<file path="src/design/spc_pkg.sv">
// Shared constants and a helper function for the skin pixel classifier.
package spc_pkg;

    // Configuration register indexes.
    localparam logic [1:0] REG_HUE_LOW  = 2'd0;
    localparam logic [1:0] REG_HUE_HIGH = 2'd1;
    localparam logic [1:0] REG_HUE_FS   = 2'd2;

    // Configuration reset values.
    localparam logic [7:0] HUE_LOW_RESET  = 8'd25;
    localparam logic [7:0] HUE_HIGH_RESET = 8'd230;
    localparam logic [8:0] HUE_FS_RESET   = 9'd360;

    // Luma and chroma conversion weights, 14-bit fraction.
    localparam logic [21:0] Y_WEIGHT_R = 22'd4899;
    localparam logic [21:0] Y_WEIGHT_G = 22'd9617;
    localparam logic [21:0] Y_WEIGHT_B = 22'd1868;
    localparam logic [21:0] Y_ROUND    = 22'd8192;
    localparam logic signed [24:0] CR_WEIGHT = 25'sd11682;
    localparam logic signed [24:0] CB_WEIGHT = 25'sd9241;
    localparam logic signed [24:0] C_OFFSET  = 25'sd2105344;

    // Chroma line bounds, slopes and intercepts in Q16.
    localparam logic signed [27:0] L3_SLOPE = 28'sd103953;
    localparam logic signed [27:0] L3_ICPT  = 28'sd1310720;
    localparam logic signed [27:0] L4_SLOPE = 28'sd22597;
    localparam logic signed [27:0] L4_ICPT  = 28'sd4994295;
    localparam logic signed [27:0] L5_SLOPE = 28'sd299185;
    localparam logic signed [27:0] L5_ICPT  = 28'sd15372465;
    localparam logic signed [27:0] L6_SLOPE = 28'sd75366;
    localparam logic signed [27:0] L6_ICPT  = 28'sd19775488;
    localparam logic signed [27:0] L7_SLOPE = 28'sd149796;
    localparam logic signed [27:0] L7_ICPT  = 28'sd28367258;

    // Saturate a 14-bit fraction sum to an 8-bit chroma value.
    function automatic logic [7:0] clamp_shift14(input logic signed [24:0] v);
        logic [7:0] r;
        if (v < 0)
        begin
            r = 8'd0;
        end
        else if (v[24:22] != 3'd0)
        begin
            r = 8'd255;
        end
        else
        begin
            r = v[21:14];
        end
        return r;
    endfunction

endpackage

</file>
<file path="src/design/skin_pixel_classifier.sv">
// Top level of the skin pixel classifier: a three-stage pixel pipeline.
//
// One BGR pixel per transaction enters on the input channel and one result
// leaves on the output channel; a pixel passes unchanged when the RGB rule,
// the five Cr/Cb line bounds hold and the hue lies outside the hue window, else it is black.
// The pipeline takes one pixel per clock whenever its input is ready and has
// three register stages: luma, extremes and hue numerator first,
// then chroma and the hue cross products, then the bound compares into the
// output register. Each stage holds its own valid bit and advances whenever
// the stage after it is empty or advancing, so bubbles close up during a
// stall and the input stays ready until all three stages hold a waiting
// pixel. The hue registers
// are written through the configuration channel, which is always ready, and
// should be changed only while the pipeline is empty.
module skin_pixel_classifier (
    input  logic       clk,
    input  logic       rst_n,
    input  logic       cfg_valid,
    output logic       cfg_ready,
    input  logic [1:0] cfg_index,
    input  logic [8:0] cfg_data,
    input  logic       in_valid,
    output logic       in_ready,
    input  logic [7:0] pixel_blue,
    input  logic [7:0] pixel_green,
    input  logic [7:0] pixel_red,
    output logic       out_valid,
    input  logic       out_ready,
    output logic [7:0] out_blue,
    output logic [7:0] out_green,
    output logic [7:0] out_red,
    output logic       is_skin
);
    import spc_pkg::*;

    // Configuration registers.
    logic [7:0] hue_low_reg;
    logic [7:0] hue_high_reg;
    logic [8:0] hue_fs_reg;

    // Stage enables.
    logic en1;
    logic en2;
    logic en3;

    // Stage 1 registers.
    logic        v1_reg;
    logic [7:0]  r1_reg, g1_reg, b1_reg;
    logic [7:0]  y1_reg;
    logic        rgb1_reg;
    logic [16:0] num1_reg;
    logic [7:0]  d1_reg;
    logic [16:0] lofs1_reg;
    logic [16:0] hifs1_reg;

    // Stage 2 registers.
    logic        v2_reg;
    logic [7:0]  r2_reg, g2_reg, b2_reg;
    logic        rgb2_reg;
    logic [7:0]  cr2_reg;
    logic [7:0]  cb2_reg;
    logic [24:0] hlhs2_reg;
    logic [24:0] hlo2_reg;
    logic [24:0] hhi2_reg;

    // Output registers.
    logic        v3_reg;
    logic [7:0]  r3_reg, g3_reg, b3_reg;
    logic        skin3_reg;

    // Stage 1 combinational values.
    logic [21:0] y_sum;
    logic [7:0]  y_next;
    logic [7:0]  mx;
    logic [7:0]  mn;
    logic [7:0]  d_raw;
    logic [7:0]  drg;
    logic        rule_one;
    logic        rule_two;
    logic        rgb_next;
    logic signed [18:0] num_s;
    logic [16:0] num_next;
    logic [7:0]  d_next;
    logic [8:0]  fs_eff;

    // Stage 2 combinational values.
    logic signed [8:0]  dr;
    logic signed [8:0]  db;
    logic signed [24:0] cr_sum;
    logic signed [24:0] cb_sum;
    logic [7:0]  cr_next;
    logic [7:0]  cb_next;

    // Stage 3 combinational values.
    logic signed [27:0] cr_q;
    logic signed [27:0] cb_s;
    logic e3, e4, e5, e6, e7;
    logic hue_ok;
    logic skin_next;

    // Ready chains back from the output; a stage moves when the next can take it.
    assign en3      = !v3_reg || out_ready;
    assign en2      = !v2_reg || en3;
    assign en1      = !v1_reg || en2;
    assign in_ready = en1;
    assign cfg_ready = 1'b1;

    // Configuration writes; an unknown index is ignored.
    always_ff @(posedge clk or negedge rst_n)
    begin
        if (!rst_n)
        begin
            hue_low_reg  <= HUE_LOW_RESET;
            hue_high_reg <= HUE_HIGH_RESET;
            hue_fs_reg   <= HUE_FS_RESET;
        end
        else if (cfg_valid)
        begin
            case (cfg_index)
                REG_HUE_LOW:  hue_low_reg  <= cfg_data[7:0];
                REG_HUE_HIGH: hue_high_reg <= cfg_data[7:0];
                REG_HUE_FS:   hue_fs_reg   <= cfg_data;
                default:      ;
            endcase
        end
    end

    // Stage 1: luma sum, extremes, RGB rule and hue numerator.
    always_comb
    begin
        y_sum = Y_WEIGHT_R * 22'(pixel_red) + Y_WEIGHT_G * 22'(pixel_green)
              + Y_WEIGHT_B * 22'(pixel_blue) + Y_ROUND;
        y_next = y_sum[21:14];

        mx = (pixel_red > pixel_green)
           ? ((pixel_red > pixel_blue) ? pixel_red : pixel_blue)
           : ((pixel_green > pixel_blue) ? pixel_green : pixel_blue);
        mn = (pixel_red < pixel_green)
           ? ((pixel_red < pixel_blue) ? pixel_red : pixel_blue)
           : ((pixel_green < pixel_blue) ? pixel_green : pixel_blue);
        d_raw = mx - mn;
        drg = (pixel_red > pixel_green) ? (pixel_red - pixel_green)
                                        : (pixel_green - pixel_red);

        rule_one = (pixel_red > 8'd95) && (pixel_green > 8'd40) && (pixel_blue > 8'd20)
                && (d_raw > 8'd15) && (drg > 8'd15)
                && (pixel_red > pixel_green) && (pixel_red > pixel_blue);
        rule_two = (pixel_red > 8'd220) && (pixel_green > 8'd210) && (pixel_blue > 8'd170)
                && (drg <= 8'd15) && (pixel_red > pixel_blue) && (pixel_green > pixel_blue);
        rgb_next = rule_one || rule_two;

        // Hue is num/d degrees; a flat pixel has hue 0 over a divisor of 1.
        if (d_raw == 8'd0)
        begin
            num_s  = 19'sd0;
            d_next = 8'd1;
        end
        else if (mx == pixel_red)
        begin
            num_s = 19'sd60 * (19'(pixel_green) - 19'(pixel_blue));
            if (num_s < 0)
            begin
                num_s = num_s + 19'sd360 * 19'(d_raw);
            end
            d_next = d_raw;
        end
        else if (mx == pixel_green)
        begin
            num_s  = 19'sd60 * (19'(pixel_blue) - 19'(pixel_red)) + 19'sd120 * 19'(d_raw);
            d_next = d_raw;
        end
        else
        begin
            num_s  = 19'sd60 * (19'(pixel_red) - 19'(pixel_green)) + 19'sd240 * 19'(d_raw);
            d_next = d_raw;
        end
        num_next = num_s[16:0];

        fs_eff = (hue_fs_reg == 9'd0) ? 9'd1 : hue_fs_reg;
    end

    always_ff @(posedge clk or negedge rst_n)
    begin
        if (!rst_n)
        begin
            v1_reg <= 1'b0;
        end
        else if (en1)
        begin
            v1_reg <= in_valid;
        end
    end

    always_ff @(posedge clk)
    begin
        if (en1 && in_valid)
        begin
            r1_reg    <= pixel_red;
            g1_reg    <= pixel_green;
            b1_reg    <= pixel_blue;
            y1_reg    <= y_next;
            rgb1_reg  <= rgb_next;
            num1_reg  <= num_next;
            d1_reg    <= d_next;
            lofs1_reg <= 17'(hue_low_reg) * 17'(fs_eff);
            hifs1_reg <= 17'(hue_high_reg) * 17'(fs_eff);
        end
    end

    // Stage 2: saturated chroma and hue cross products.
    always_comb
    begin
        dr      = signed'({1'b0, r1_reg}) - signed'({1'b0, y1_reg});
        db      = signed'({1'b0, b1_reg}) - signed'({1'b0, y1_reg});
        cr_sum  = 25'(dr) * CR_WEIGHT + C_OFFSET;
        cb_sum  = 25'(db) * CB_WEIGHT + C_OFFSET;
        cr_next = clamp_shift14(cr_sum);
        cb_next = clamp_shift14(cb_sum);
    end

    always_ff @(posedge clk or negedge rst_n)
    begin
        if (!rst_n)
        begin
            v2_reg <= 1'b0;
        end
        else if (en2)
        begin
            v2_reg <= v1_reg;
        end
    end

    always_ff @(posedge clk)
    begin
        if (en2 && v1_reg)
        begin
            r2_reg    <= r1_reg;
            g2_reg    <= g1_reg;
            b2_reg    <= b1_reg;
            rgb2_reg  <= rgb1_reg;
            cr2_reg   <= cr_next;
            cb2_reg   <= cb_next;
            hlhs2_reg <= 25'(num1_reg) * 25'd255;
            hlo2_reg  <= 25'(lofs1_reg) * 25'(d1_reg);
            hhi2_reg  <= 25'(hifs1_reg) * 25'(d1_reg);
        end
    end

    // Stage 3: chroma line bounds and hue window, exact in Q16.
    always_comb
    begin
        cr_q = signed'({4'd0, cr2_reg, 16'd0});
        cb_s = signed'({20'd0, cb2_reg});
        e3 = cr_q <= L3_SLOPE * cb_s + L3_ICPT;
        e4 = cr_q >= L4_SLOPE * cb_s + L4_ICPT;
        e5 = cr_q >= L5_ICPT - L5_SLOPE * cb_s;
        e6 = cr_q <= L6_ICPT - L6_SLOPE * cb_s;
        e7 = cr_q <= L7_ICPT - L7_SLOPE * cb_s;
        hue_ok = (hlhs2_reg < hlo2_reg) || (hlhs2_reg > hhi2_reg);
        skin_next = rgb2_reg && e3 && e4 && e5 && e6 && e7 && hue_ok;
    end

    always_ff @(posedge clk or negedge rst_n)
    begin
        if (!rst_n)
        begin
            v3_reg <= 1'b0;
        end
        else if (en3)
        begin
            v3_reg <= v2_reg;
        end
    end

    always_ff @(posedge clk)
    begin
        if (en3 && v2_reg)
        begin
            r3_reg    <= skin_next ? r2_reg : 8'd0;
            g3_reg    <= skin_next ? g2_reg : 8'd0;
            b3_reg    <= skin_next ? b2_reg : 8'd0;
            skin3_reg <= skin_next;
        end
    end

    // Output transaction.
    assign out_valid = v3_reg;
    assign out_red   = r3_reg;
    assign out_green = g3_reg;
    assign out_blue  = b3_reg;
    assign is_skin   = skin3_reg;

endmodule

</file>
<file path="config.mk">
export PLATFORM = sky130hd
export DESIGN_NAME = skin_pixel_classifier
export DESIGN_NICKNAME = d
export VERILOG_FILES = /design/src/design/spc_pkg.sv /design/src/design/skin_pixel_classifier.sv
export SDC_FILE = /design/constraint.sdc
export NUM_CORES = 2
export LEC_CHECK = 0
export BUFFER_PORTS_ARGS = -buffer_cell sky130_fd_sc_hd__buf_4
export CAP_MARGIN = 20
export CORE_MARGIN = 2
export CORE_UTILIZATION = 55
export CTS_CLUSTER_DIAMETER = 100
export DETAILED_ROUTE_END_ITERATION = 12
export PLACE_DENSITY_LB_ADDON = 0.15
export SLEW_MARGIN = 20
export SYNTH_ARGS = -nofsm -noshare
export SYNTH_HDL_FRONTEND = slang
export SYNTH_SLANG_ARGS = --single-unit
</file>
<file path="constraint.sdc">
create_clock -name clk -period 9.91 [get_ports clk]
set_input_delay 0 -clock clk [delete_from_list [all_inputs] [get_ports clk]]
set_output_delay 0 -clock clk [all_outputs]
set_load 0.05 [all_outputs]
</file>
==> summary.md <==
| Metric | Value |
|---|---|
| Status | `completed` |
| DR vias | `37500` |
| Met1 usage | `a little over a third` |
| Share of layout cells above drive strength 1 | `approximately 4.6%` |
| Slack of the worst reg-to-reg path | `1110 ps` |
| Synth async-reset ratio | `10.9%` |
| Layout net count | `7244` |
| Yosys reg bits | `257` |
| Synth Flop Type | `edfxtp_1` |
| GP Congestion | `approximately 0.9` |
| Gr ovfl total | `0` |
| WHS Endpoint | `hue_low_reg[6]` |
| Synthesized area per cell | `~9.4 sq um` |
| Reg2Reg Capture Point | `out_red[4]` |
| Global routing's busiest layer | `met2` |
| Worst Reg-to-Reg Cells | `31` |
| First-pass GRT wire length | `just under 200000 um` |
| IO Pins | `68` |
| RSZ-0062 raised after global routing | `no` |
| Cell mode on critical path | `ha_1` |
| Row count | `around 110` |
| Post-CTS Setup Inserts | `0` |
| Met2 Resource Use GR | `40.3%` |
| Gr usage total | `24.8%` |
| YS warnings | `0` |
| Die H | `just over 300 um` |
| Post-CTS Hold Buffers | `43` |
| CP max FO | `15` |
| RR Startpoint | `cb2_reg[6]` |
| WL per Instance | `17.0 um` |
| Largest net degree at the start of global routing | `between 60 and 70` |
| Area grow syn2layout | `6.88%` |
| Area leader, netlist | `ha_1` |
| Max Cap Violations | `0` |
| Max Freq | `113 MHz` |
| DRT iter0 DRCs | `2055` |
| Latest clock arrival within the worst-skew pair | `around 580 ps` |
| Number of global-route vias before repair | `roughly 38000` |
| CTS buffer count | `36` |
| # clock sinks | `around 260` |
| Die area | `between 90000 and 100000 sq um` |
| Mapped Area | `approximately 52000 sq um` |
| PortBufs | `between 60 and 70` |
| Slew headroom | `28.3%` |
| Synthesized Nets | `roughly 7200` |
| Final Hold Vio Count | `0` |
| Critical Path AT | `about 9300 ps` |
| Vias/cell | `approximately 5.4` |
| Worst endpoint required time | `roughly 10000 ps` |
| Clk slew on worst S/H paths | `around 60 ps` |
| Slew Limit Fails | `0` |
| EDFF count, synth | `229` |
| Crit-path slowest cell | `o41ai_1` |
| CTS tree | `yes` |
| Setup Skew | `around 46 ps` |
| Initial Util | `about 55%` |
| Hold path start | `cfg_valid` |
| DRT Wirelength | `between 100000 and 150000 um` |
| Die X | `approximately 310 um` |
| Core area | `93300 sq um` |
| Fill cell count | `8281` |
| First drt pass iteration count | `5` |
| Yosys top cell area share | `between 20% and 30%` |
| Worst hold path class | `input pin to flip-flop` |
| Gate Count Post-Synth | `5515` |
| DRC | `0` |
| Synth area leaders | `ha_1, fa_1, edfxtp_1` |
| Max clock buf depth | `3` |
| Minimum clock period after layout | `about 9000 ps` |
| CP max stage delay | `about 570 ps` |
| Setup violators final | `0` |
| Root Driver | `clkbuf_16` |
| Gates resized, CTS repair | `0` |
| Antenna-violating nets left | `0` |
| Most common cell in the synthesized netlist | `inv_1` |
| # H-tree levels | `2` |
| Met3 Track Usage GR | `under 10%` |
| DP Wirelength | `96300 um` |
| Hold_ws | `between 20 and 25 ps` |
| Final worst path period share | `89.4%` |
| Crit Path Category | `input pin to flip-flop` |
| Crit start category | `input pin` |
| Number of antenna violations at the first check in global routing | `1` |
| Hold Crit Depth | `3` |
| Seq/Total Area, Yosys | `roughly 15%` |
| Worst-Margin Slew | `approximately 1100 ps` |
| Yosys cell types | `just under 100` |
| Post-synth top cells | `inv_1, ha_1, fa_1, nand2_1, a21oi_1` |
| Setup crit end kind | `flip-flop` |
| Final TNS setup | `0 ps` |
-- logic make-up after synthesis --
family / Yosys count / share of synthesized area (%)
flip-flops: 257 / 14.7
other: 1 / 0.00725
multiplexers: 45 / 0.940
XOR/XNOR: 336 / 5.75
adder cells (fa/ha/maj): 1595 / 47.1
AO/OA/AOI/OAI: 893 / 11.5
AND/OR/NAND/NOR: 1161 / 11.1
buffers and inverters: 1227 / 8.97
-- area by class of cell --
cell class	count	area [sq um]	share of cell area [%]
Tap cell	1254	1570	2.84
Clock inverter	25	215	0.389
Clock buffer	41	972	1.76
Antenna cell	1	2.50	0.00452
Multi-Input combinational cell	4031	39500	71.5
Timing Repair Buffer	134	1110	2.01
Inverter	1149	4320	7.80
Sequential cell	257	7590	13.7
-- metrics by stage --
step	cell area [sq um]	utilization [%]	setup slack [ps]	std cells
floorplan	51800	-	2330	5515
global placement	53700	57.5	1230	6782
detailed placement	53700	57.5	1110	6782
CTS	55300	59.3	1080	6891
global route	55300	59.3	386	6891
finish	55300	59.3	1050	6892
-- worst max-delay path by stage --
stage / endpoint / from / cells after the start
6_report: num1_reg[16] / pixel_green[3] / 33
5_1_grt: num1_reg[16] / pixel_red[1] / 34
4_1_cts: out_red[4] / cb2_reg[6] / 31
3_5_place_dp: out_red[4] / cb2_reg[6] / 31
3_3_place_gp: num1_reg[16] / pixel_green[5] / 32
2_1_floorplan: num1_reg[16] / pixel_red[0] / 38
-- placed cells by master, fill, tap and decap left out, types with 10 or more instances in the layout --
master,synthesis,final
a211oi_1,32,32
a21boi_0,27,27
a21o_1,119,119
a21oi_1,255,254
a31oi_1,23,23
and2_1,204,201
and3_1,23,23
buf_4,1,91
clkbuf_16,0,38
dfrtp_1,16,16
dfstp_2,12,12
dlygate4sd3_1,0,43
edfxtp_1,229,229
fa_1,589,589
ha_1,1006,1006
inv_1,1146,1146
mux2_2,29,29
mux2i_1,16,16
nand2_1,377,377
nand2b_1,47,47
nand3_1,44,44
nand4_1,33,33
nor2_1,230,230
nor2b_1,68,68
nor3_1,55,55
nor4_1,10,10
o211ai_1,19,19
o21a_1,55,55
o21ai_0,151,151
o21bai_1,45,45
o22ai_1,16,16
o31ai_1,14,14
or2_2,17,17
or3_1,11,11
xnor2_1,217,217
xor2_1,116,116
-- worst max-delay path, delay by kind of cell --
kind	cells	cell delay, ps
AO/OA/AOI/OAI	12	2910
XOR/XNOR	4	1020
buffers and inverters	4	1060
adder cells (fa/ha/maj)	7	2790
AND/OR/NAND/NOR	6	1500
-- metal layers --
metal / up-vias / share of wire, %
met5: - / 0
met1: 18200 / 47
met3: 156 / 5.0
li1: 18400 / -
met4: 0 / 2.1
met2: 762 / 46
Power is left out: the tool's default activity adds up to more than one toggle a clock period on the data nets, which glitch-free logic cannot reach.
